==> src/sv/qpe_pkg.sv <==
// ----------------------------------------------------------------------------
// qpe_pkg
// Character codes, run entry type and helpers for the QP encoder.
// ----------------------------------------------------------------------------
`timescale 1ns / 1ps
`default_nettype none

package qpe_pkg;

   localparam logic [7:0] CHAR_TAB   = 8'd9;
   localparam logic [7:0] CHAR_LF    = 8'd10;
   localparam logic [7:0] CHAR_CR    = 8'd13;
   localparam logic [7:0] CHAR_SPACE = 8'd32;
   localparam logic [7:0] CHAR_EQ    = 8'd61;
   localparam logic [7:0] PRINT_LO   = 8'd33;
   localparam logic [7:0] PRINT_HI   = 8'd126;

   localparam int         COL_W       = 7;
   localparam logic [COL_W-1:0] LIMIT_RESET = 7'd72;

   localparam int MAX_RUN   = 8;
   localparam int RUN_IDX_W = 3;
   localparam int RUN_CNT_W = 4;

   localparam int QUEUE_DEPTH_DEF = 4;

   // one input item worth of output characters
   typedef struct packed {
      logic [MAX_RUN-1:0][7:0] chars;
      logic [RUN_CNT_W-1:0]    count;
      logic                    last;
   } entry_type;

   function automatic logic [7:0] hex_digit(input logic [3:0] v);
      logic [7:0] r;
      if (v < 4'd10) begin
         r = 8'd48 + {4'd0, v};
      end else begin
         r = 8'd55 + {4'd0, v};
      end
      return r;
   endfunction

endpackage

`default_nettype wire

==> src/sv/qpe_if.sv <==
// ----------------------------------------------------------------------------
// qpe_if
// Valid/ready channels of the QP encoder: request, response, register write.
// ----------------------------------------------------------------------------
`timescale 1ns / 1ps
`default_nettype none

interface qpe_req_if;
   logic       valid;
   logic       ready;
   logic [7:0] in_byte;
   logic       in_last;
   modport source (output valid, output in_byte, output in_last, input ready);
   modport sink   (input valid, input in_byte, input in_last, output ready);
endinterface

interface qpe_rsp_if;
   logic       valid;
   logic       ready;
   logic [7:0] out_byte;
   logic       run_end;
   logic       message_end;
   modport source (output valid, output out_byte, output run_end, output message_end,
                   input ready);
   modport sink   (input valid, input out_byte, input run_end, input message_end,
                   output ready);
endinterface

interface qpe_csr_if;
   logic       valid;
   logic       ready;
   logic [6:0] line_limit;
   modport source (output valid, output line_limit, input ready);
   modport sink   (input valid, input line_limit, output ready);
endinterface

`default_nettype wire

==> src/sv/quoted_printable_encoder.sv <==
// An accepted request word passes through the run queue and then the output register before its first response word.
// One response word per cycle while the response side is ready, set by the single output register;
//   a request word yields 1 to 8 of them.
// Requests are taken back to back while the run queue has room.
// Reset (synchronous, active high): line limit 72, column 0, queue empty.
// ----------------------------------------------------------------------------
// quoted_printable_encoder
// Quoted-printable encoder: raw message bytes in, encoded characters out.
// ----------------------------------------------------------------------------
`timescale 1ns / 1ps
`default_nettype none

module quoted_printable_encoder #(
   parameter int QUEUE_DEPTH = qpe_pkg::QUEUE_DEPTH_DEF
) (
   input  wire logic clock,
   input  wire logic reset,
   qpe_req_if.sink   req_if,
   qpe_rsp_if.source rsp_if,
   qpe_csr_if.sink   csr_if
);
   import qpe_pkg::*;

   // front to queue
   logic      push_valid, push_ready;
   entry_type push_entry;

   // queue to back
   logic      head_valid, pop;
   entry_type head_entry;

   // Front: classify each word, update column and trailing-space state,
   // and build the full run of output characters combinationally.
   qpe_front u_front (
      .clock      (clock),
      .reset      (reset),
      .req_if     (req_if),
      .csr_if     (csr_if),
      .push_ready (push_ready),
      .push_valid (push_valid),
      .push_entry (push_entry)
   );

   // Queue: hold finished runs so the front keeps accepting while the
   // back drains a long run or the response side stalls.
   qpe_queue #(
      .DEPTH (QUEUE_DEPTH)
   ) u_queue (
      .clock      (clock),
      .reset      (reset),
      .push_valid (push_valid),
      .push_ready (push_ready),
      .push_entry (push_entry),
      .head_valid (head_valid),
      .pop        (pop),
      .head_entry (head_entry)
   );

   // Back: advance through the head run one character per cycle while the response side is ready, drop
   // the run from the queue on its final character.
   qpe_back u_back (
      .clock      (clock),
      .reset      (reset),
      .head_valid (head_valid),
      .head_entry (head_entry),
      .pop        (pop),
      .rsp_if     (rsp_if)
   );

endmodule

`default_nettype wire

==> src/sv/qpe_front.sv <==
// ----------------------------------------------------------------------------
// qpe_front
// Classify each input byte, track column state, build its output run.
// ----------------------------------------------------------------------------
`timescale 1ns / 1ps
`default_nettype none

module qpe_front (
   input  wire logic          clock,
   input  wire logic          reset,
   qpe_req_if.sink            req_if,
   qpe_csr_if.sink            csr_if,
   input  wire logic          push_ready,
   output logic               push_valid,
   output qpe_pkg::entry_type push_entry
);
   import qpe_pkg::*;

   logic [COL_W-1:0] limit_ff;
   logic [COL_W-1:0] column_ff, column_in;
   logic             space_ff, space_in;

   logic [7:0]          b;
   logic                is_crlf, is_lit;
   logic [COL_W:0]      col;
   logic [RUN_CNT_W-1:0] n;
   logic [MAX_RUN-1:0][7:0] chars;
   logic                accept;

   assign b       = req_if.in_byte;
   assign is_crlf = (b == CHAR_CR) || (b == CHAR_LF);
   assign is_lit  = (b == CHAR_TAB) || (b == CHAR_SPACE) ||
                    ((b >= PRINT_LO) && (b <= PRINT_HI) && (b != CHAR_EQ));

   always_comb begin
      chars    = '0;
      n        = '0;
      col      = {1'b0, column_ff};
      space_in = space_ff;
      if (is_crlf) begin
         if (space_ff) begin
            chars[n[RUN_IDX_W-1:0]] = CHAR_EQ;
            n = n + 1'b1;
         end
         chars[n[RUN_IDX_W-1:0]] = b;
         n        = n + 1'b1;
         col      = '0;
         space_in = 1'b0;
      end else if (is_lit) begin
         chars[n[RUN_IDX_W-1:0]] = b;
         n        = n + 1'b1;
         col      = col + 1'b1;
         space_in = (b == CHAR_SPACE);
      end else begin
         chars[n[RUN_IDX_W-1:0]] = CHAR_EQ;
         n = n + 1'b1;
         chars[n[RUN_IDX_W-1:0]] = hex_digit(b[7:4]);
         n = n + 1'b1;
         chars[n[RUN_IDX_W-1:0]] = hex_digit(b[3:0]);
         n        = n + 1'b1;
         col      = col + (COL_W+1)'(3);
         space_in = 1'b0;
      end
      // soft line break
      if (col > {1'b0, limit_ff}) begin
         chars[n[RUN_IDX_W-1:0]] = CHAR_EQ;
         n = n + 1'b1;
         chars[n[RUN_IDX_W-1:0]] = CHAR_CR;
         n = n + 1'b1;
         chars[n[RUN_IDX_W-1:0]] = CHAR_LF;
         n        = n + 1'b1;
         col      = '0;
         space_in = 1'b0;
      end
      // message close
      if (req_if.in_last) begin
         chars[n[RUN_IDX_W-1:0]] = CHAR_CR;
         n = n + 1'b1;
         chars[n[RUN_IDX_W-1:0]] = CHAR_LF;
         n        = n + 1'b1;
         col      = '0;
         space_in = 1'b0;
      end
      column_in = col[COL_W-1:0];
   end

   assign req_if.ready = push_ready;
   assign csr_if.ready = 1'b1;
   assign accept       = req_if.valid && push_ready;
   assign push_valid   = req_if.valid;

   assign push_entry.chars = chars;
   assign push_entry.count = n;
   assign push_entry.last  = req_if.in_last;

   always_ff @(posedge clock) begin
      if (reset) begin
         limit_ff  <= LIMIT_RESET;
         column_ff <= '0;
         space_ff  <= 1'b0;
      end else begin
         if (csr_if.valid) begin
            limit_ff <= csr_if.line_limit;
         end
         if (accept) begin
            column_ff <= column_in;
            space_ff  <= space_in;
         end
      end
   end

endmodule

`default_nettype wire

==> src/sv/qpe_queue.sv <==
// ----------------------------------------------------------------------------
// qpe_queue
// Short FIFO of output runs between the front and back parts.
// ----------------------------------------------------------------------------
`timescale 1ns / 1ps
`default_nettype none

module qpe_queue #(
   parameter int DEPTH = qpe_pkg::QUEUE_DEPTH_DEF
) (
   input  wire logic          clock,
   input  wire logic          reset,
   input  wire logic          push_valid,
   output logic               push_ready,
   input  wire qpe_pkg::entry_type push_entry,
   output logic               head_valid,
   input  wire logic          pop,
   output qpe_pkg::entry_type head_entry
);
   import qpe_pkg::*;

   localparam int PTR_W = (DEPTH > 1) ? $clog2(DEPTH) : 1;
   localparam int CNT_W = $clog2(DEPTH + 1);

   entry_type        slots_ff [DEPTH];
   logic [PTR_W-1:0] wr_ff, wr_in;
   logic [PTR_W-1:0] rd_ff, rd_in;
   logic [CNT_W-1:0] cnt_ff, cnt_in;
   logic             do_push, do_pop;

   assign push_ready = (cnt_ff != CNT_W'(DEPTH));
   assign head_valid = (cnt_ff != '0);
   assign head_entry = slots_ff[rd_ff];
   assign do_push    = push_valid && push_ready;
   assign do_pop     = pop && head_valid;

   always_comb begin
      wr_in  = wr_ff;
      rd_in  = rd_ff;
      cnt_in = cnt_ff;
      if (do_push) begin
         wr_in = (wr_ff == PTR_W'(DEPTH - 1)) ? '0 : wr_ff + 1'b1;
      end
      if (do_pop) begin
         rd_in = (rd_ff == PTR_W'(DEPTH - 1)) ? '0 : rd_ff + 1'b1;
      end
      if (do_push && !do_pop) begin
         cnt_in = cnt_ff + 1'b1;
      end else if (do_pop && !do_push) begin
         cnt_in = cnt_ff - 1'b1;
      end
   end

   always_ff @(posedge clock) begin
      if (do_push) begin
         slots_ff[wr_ff] <= push_entry;
      end
   end

   always_ff @(posedge clock) begin
      if (reset) begin
         wr_ff  <= '0;
         rd_ff  <= '0;
         cnt_ff <= '0;
      end else begin
         wr_ff  <= wr_in;
         rd_ff  <= rd_in;
         cnt_ff <= cnt_in;
      end
   end

endmodule

`default_nettype wire

==> src/sv/qpe_back.sv <==
// ----------------------------------------------------------------------------
// qpe_back
// Serialize the head run one character a cycle, while the response side is ready, into the output register.
// ----------------------------------------------------------------------------
`timescale 1ns / 1ps
`default_nettype none

module qpe_back (
   input  wire logic          clock,
   input  wire logic          reset,
   input  wire logic          head_valid,
   input  wire qpe_pkg::entry_type head_entry,
   output logic               pop,
   qpe_rsp_if.source          rsp_if
);
   import qpe_pkg::*;

   logic [RUN_IDX_W-1:0] idx_ff, idx_in;
   logic                 valid_ff, valid_in;
   logic [7:0]           char_ff;
   logic                 run_end_ff, msg_end_ff;
   logic                 advance, run_done;

   assign advance  = head_valid && (!valid_ff || rsp_if.ready);
   assign run_done = ({1'b0, idx_ff} == (head_entry.count - 1'b1));
   assign pop      = advance && run_done;

   always_comb begin
      idx_in   = idx_ff;
      valid_in = valid_ff;
      if (advance) begin
         idx_in   = run_done ? '0 : idx_ff + 1'b1;
         valid_in = 1'b1;
      end else if (rsp_if.ready) begin
         valid_in = 1'b0;
      end
   end

   always_ff @(posedge clock) begin
      if (advance) begin
         char_ff    <= head_entry.chars[idx_ff];
         run_end_ff <= run_done;
         msg_end_ff <= run_done && head_entry.last;
      end
   end

   always_ff @(posedge clock) begin
      if (reset) begin
         idx_ff   <= '0;
         valid_ff <= 1'b0;
      end else begin
         idx_ff   <= idx_in;
         valid_ff <= valid_in;
      end
   end

   assign rsp_if.valid       = valid_ff;
   assign rsp_if.out_byte    = char_ff;
   assign rsp_if.run_end     = run_end_ff;
   assign rsp_if.message_end = msg_end_ff;

endmodule

`default_nettype wire

==> src/flat_wrapper.sv <==
// flat-port wrapper written by rule: the top's interface ports become plain ports
module quoted_printable_encoder_flat import qpe_pkg::*;
#(
   parameter int QUEUE_DEPTH = qpe_pkg::QUEUE_DEPTH_DEF
)
  (clock, reset, req_if_valid, req_if_in_byte, req_if_in_last, req_if_ready, rsp_if_valid, rsp_if_out_byte, rsp_if_run_end, rsp_if_message_end, rsp_if_ready, csr_if_valid, csr_if_line_limit, csr_if_ready);
  qpe_req_if req_if_i ();
  qpe_rsp_if rsp_if_i ();
  qpe_csr_if csr_if_i ();
  input  wire logic clock;
  input  wire logic reset;
  input wire logic [$bits(req_if_i.valid)-1:0] req_if_valid;
  input wire logic [$bits(req_if_i.in_byte)-1:0] req_if_in_byte;
  input wire logic [$bits(req_if_i.in_last)-1:0] req_if_in_last;
  output wire logic [$bits(req_if_i.ready)-1:0] req_if_ready;
  output wire logic [$bits(rsp_if_i.valid)-1:0] rsp_if_valid;
  output wire logic [$bits(rsp_if_i.out_byte)-1:0] rsp_if_out_byte;
  output wire logic [$bits(rsp_if_i.run_end)-1:0] rsp_if_run_end;
  output wire logic [$bits(rsp_if_i.message_end)-1:0] rsp_if_message_end;
  input wire logic [$bits(rsp_if_i.ready)-1:0] rsp_if_ready;
  input wire logic [$bits(csr_if_i.valid)-1:0] csr_if_valid;
  input wire logic [$bits(csr_if_i.line_limit)-1:0] csr_if_line_limit;
  output wire logic [$bits(csr_if_i.ready)-1:0] csr_if_ready;
  assign req_if_i.valid = req_if_valid;
  assign req_if_i.in_byte = req_if_in_byte;
  assign req_if_i.in_last = req_if_in_last;
  assign req_if_ready = req_if_i.ready;
  assign rsp_if_valid = rsp_if_i.valid;
  assign rsp_if_out_byte = rsp_if_i.out_byte;
  assign rsp_if_run_end = rsp_if_i.run_end;
  assign rsp_if_message_end = rsp_if_i.message_end;
  assign rsp_if_i.ready = rsp_if_ready;
  assign csr_if_i.valid = csr_if_valid;
  assign csr_if_i.line_limit = csr_if_line_limit;
  assign csr_if_ready = csr_if_i.ready;
  quoted_printable_encoder #(.QUEUE_DEPTH(QUEUE_DEPTH)) u_core (.clock(clock), .reset(reset), .req_if(req_if_i), .rsp_if(rsp_if_i), .csr_if(csr_if_i));
endmodule
==> config.mk <==
export PLATFORM = sky130hd
export DESIGN_NAME = quoted_printable_encoder_flat
export DESIGN_NICKNAME = d
export VERILOG_FILES = /design/src/sv/qpe_pkg.sv /design/src/sv/qpe_if.sv /design/src/sv/quoted_printable_encoder.sv /design/src/sv/qpe_front.sv /design/src/sv/qpe_queue.sv /design/src/sv/qpe_back.sv /design/src/flat_wrapper.sv
export SDC_FILE = /design/constraint.sdc
export NUM_CORES = 1
export LEC_CHECK = 0
export BUFFER_PORTS_ARGS = -buffer_cell sky130_fd_sc_hd__buf_2
export CORE_MARGIN = 3
export CORE_UTILIZATION = 55
export CTS_CLUSTER_SIZE = 40
export DETAILED_ROUTE_END_ITERATION = 12
export PLACE_DENSITY = 0.72
export RECOVER_POWER = 100
export SETUP_SLACK_MARGIN = 0.15
export SLEW_MARGIN = 20
export SYNTH_ARGS = -nofsm -noshare
export SYNTH_HDL_FRONTEND = slang
export SYNTH_HIERARCHICAL = 1
export SYNTH_SLANG_ARGS = --single-unit
==> constraint.sdc <==
create_clock -name clock -period 7.88 [get_ports clock]
set_input_delay 0 -clock clock [delete_from_list [all_inputs] [get_ports clock]]
set_output_delay 0 -clock clock [all_outputs]
set_load 0.01 [all_outputs]
==> key figures <==
Critical path
  – Slowest stage delay, CP: 0.96 ns
  – Critical path's slowest cell: a311oi_1
  – Crit. End Element: flop
  – Critical path arrival: 6.58 ns
  – Worst Reg2Reg Path Length in Cells: 4
  – Internal reg-to-reg setup slack: roughly 1.7 ns
  – Cell mode on critical path: ha_1
  – CP cell instances: dlygate4sd3_1, clkbuf_1, inv_1, ha_1, a311oi_1, o32ai_1, nand2_1, fa_1, nand3_1, xor2_1, nor2_1, ha_1, nand4_1, o21bai_1, a31oi_1, nor2_4, inv_1, ha_1, inv_1, ha_1, nor2_1, a311oi_1
  – Critical path class: input port to flop
  – CP Launch Type: input port
  – WP data required: 8.08 ns
  – FF-to-FF End: u_core/u_back/rsp_if.out_byte[4]
  – CP Max Fanout: 15

Route
  – First DRT Iteration DRCs: 803
  – Remaining antenna violation count: 0
  – Met2 WL: 13600 um
  – Top Metal Used: met5
  – Vias: 7278
  – Via/cell ratio: 6.04
  – DRC viols: 0
  – First-pass iteration count of the detailed router: 5
  – Wire per inst: 22.0 um
  – DRT met1 WL: 10700 um
  – Total Wirelength: 26500 um
  – Met3 WL: 1380 um

STA
  – Clock Skews: 0.0134 ns
  – Setup violations, final: 0
  – Fin. max-slew vios: 352
  – Setup ws final: 1.50 ns
  – RSZ-0062 raised after global routing: false
  – Achievable clock frequency: around 0.16 GHz
  – Final Hold Fails: 0
  – Tmin final: 6.38 ns
  – Relative slew margins: -2.00
  – Slew @ Worst Pin: 4.49 ns
  – Fin Setup TNS: 0 ns
  – Period Utilization, post-route: 0.810

Layout
  – Most common cell after layout, fill and taps aside: edfxtp_1
  – Most frequent cells in the layout: edfxtp_1 (286), mux4_2 (85), nor2_1 (38)
  – # diodes: 0
  – Final Net Count: 909
  – Area delta synth->final: 10.1%
  – Share of cells above drive strength 1: 0.203
  – Filler instances: 1751

Global route
  – Initial antenna violation count: 1
  – Largest net degree at the start of global routing: 70
  – GRT Overall Usage: 0.204
  – Total gr overflow: 0
  – Vias in the first global route: between 7000 and 8000
  – First-pass GRT wire length: 42300 um

Floorplan
  – Starting Density: 0.566
  – Total die area: 27200 um^2
  – Die W: 165 um
  – Top-Level Pins: 34
  – Core footprint: 24500 um^2
  – Die height: 165 um
  – Row cnt: 57

Logic synthesis
  – Netlist cell types: 80
  – Post-synthesis cell area: 13900 um^2
  – Post-synth top area share: 0.619
  – Top FF cell, synth: edfxtp_1
  – Avg Cell Area, Syn: 17.3 um^2
  – Post-synth EDFFs: 286
  – Post-synthesis register bit count: 314
  – Post-synthesis sequential area ratio: 0.659
  – Gate Count Post-Synth: 801
  – Leading area contributor after synthesis: edfxtp_1
  – Async S/R FF share, synth: 0
  – Synth Warn #: 6
  – Synth top area cells: edfxtp_1 (62%), mux4_2 (14%), dfxtp_1 (4.0%)

Clocking
  – Clock transition at path regs: 0.06 ns
  – CTS tree: yes
  – Clk_lat worst skew: between 0.5 and 0.6 ns
  – H-tree depth: 1
  – PostCTS Resize Cnt: 0
  – # Post-CTS Setup Buffers: 0
  – Clk buf depth: 3
  – Post-CTS Hold Buffers: 31
  – Num CTS Buffers: 31
  – # clock sinks: 314
  – CTS Root Cell: clkbuf_16

Placement
  – DPL Wire Length: between 15000 and 20000 um
  – Port Buffers: 32
  – Routability cong.: 0.880
  – Pre-CTS WS: between 1.5 and 2 ns

Outcome
  – Failing checks: capacitance limit, slew limit
  – Status: finished, violations left

Min path
  – Cells on Worst Hold Path: 3
  – Hold Startpoint: req_if_in_byte[1]
  – Worst hold path type: input port to flop
  – Hold Path End: u_core/u_queue/slots_ff[2][6]

Power and ir drop
  – P_leak: 5.11 nW
  – VDD IR-drop max: roughly 260 uV
  – PD cells: around 290 nW/um^2

Job
  – Max-cap check violation count: 6
==> kinds of logic after synthesis <==
kind of cell | after synthesis | synth area share
and+or+nand+nor | 145 | 0.0578
buffers and inverters | 95 | 0.0410
other | 2 | 0.000541
adders and majority gates | 30 | 0.0281
muxes | 104 | 0.152
xor gates and xnor gates | 16 | 0.0106
AOI/OAI and AO/OA | 95 | 0.0502
DFF | 314 | 0.659
==> cell usage after synthesis, drive strengths merged, types with 2 or more instances <==
| cell | n |
|---|---|
| mux4 | 85 |
| or2 | 4 |
| a2111oi | 2 |
| o211ai | 3 |
| a22o | 3 |
| nand2b | 5 |
| mux2i | 10 |
| clkbuf | 8 |
| a311oi | 2 |
| nor2b | 4 |
| xor2 | 8 |
| edfxtp | 286 |
| a211oi | 7 |
| dfxtp | 28 |
| or4 | 2 |
| nand3b | 2 |
| inv | 27 |
| mux2 | 9 |
| nand2 | 30 |
| a21oi | 24 |
| o31ai | 4 |
| a311o | 2 |
| nand4 | 3 |
| a22oi | 5 |
| or3 | 7 |
| buf | 60 |
| o22a | 2 |
| nor3 | 10 |
| fa | 2 |
| and2 | 5 |
| nand3 | 17 |
| a21boi | 2 |
| or3b | 2 |
| nor4 | 3 |
| ha | 28 |
| a2bb2oi | 2 |
| a21o | 2 |
| and3 | 5 |
| o211a | 2 |
| o21ai | 13 |
| nor2 | 43 |
| xnor2 | 8 |
| conb | 2 |
| o22ai | 11 |
==> power by group <==
part           switching, mW  leakage (nW)  internal, mW
logic                  0.473          1.78         0.362
clock network          0.600         0.446         0.758
registers             0.0787          2.88          2.12
==> through the flow <==
stage	area (um^2)	utilization	total power, mW	std cells	hold slack, ns
floorplan	14000	-	2.81	822	0.0691
global placement	14100	0.576	3.01	1118	0.218
detailed placement	14100	0.576	3.05	1118	0.233
CTS	15400	0.627	4.43	1205	0.00391
global route	15300	0.623	4.59	1205	0.0827
finish	15300	0.623	4.40	1205	0.0293
==> flip-flops by register name, indices dropped and copies added (netlist names), 2 cells and up, named ones only <==
signal	flops
u_core/u_front/column_ff	7
u_core/u_back/idx_ff	3
u_core/u_queue/rd_ff	2
u_core/u_queue/cnt_ff	3
u_core/u_queue/wr_ff	2
u_core/u_back/rsp_if.out_byte	8
u_core/u_front/limit_ff	7
u_core/u_queue/slots_ff	276
==> critical path, delay by kind of cell <==
kind	cells	cell delay [ns]
AOI/OAI and AO/OA	5	2.39
buffers and inverters	5	1.30
xor gates and xnor gates	1	0.16
and+or+nand+nor	6	0.87
adders and majority gates	5	1.85
==> how the worst max path moves through the flow <==
stage | start | endpoint | slack (ns) | cells past startpoint
after global routing | flop | u_core/u_back/rsp_if.out_byte[4] | 0.73 | 4
after detailed placement | req_if_in_byte[0] | u_core/u_queue/slots_ff[1][33] | 1.73 | 21
after global placement | req_if_in_byte[0] | u_core/u_queue/slots_ff[0][33] | 1.94 | 21
after CTS | req_if_in_byte[5] | u_core/u_queue/slots_ff[0][34] | 1.78 | 22
after floorplan | req_if_in_byte[0] | u_core/u_queue/slots_ff[0][4] | 2.99 | 22
final | req_if_in_byte[5] | u_core/u_queue/slots_ff[0][33] | 1.50 | 22
==> routing by layer <==
| metal | vias to the layer above | global-route usage |
|---|---|---|
| met3 | 54 | 0.0253 |
| met1 | 3731 | 0.267 |
| li1 | 3263 | - |
| met4 | 2 | 0.0606 |
| met5 | - | 0 |
| met2 | 228 | 0.362 |
==> area by class of cell <==
type | count | area, um^2 | area share
Tap cell | 324 | 405 | 0.0265
Inverter | 27 | 106 | 0.00696
Clock inverter | 19 | 146 | 0.00958
Sequential cell | 314 | 9150 | 0.599
Multi-Input combinational cell | 413 | 4180 | 0.274
Timing Repair Buffer | 71 | 494 | 0.0323
Clock buffer | 37 | 798 | 0.0522
Note: power is estimated with default switching activity, not from simulation.
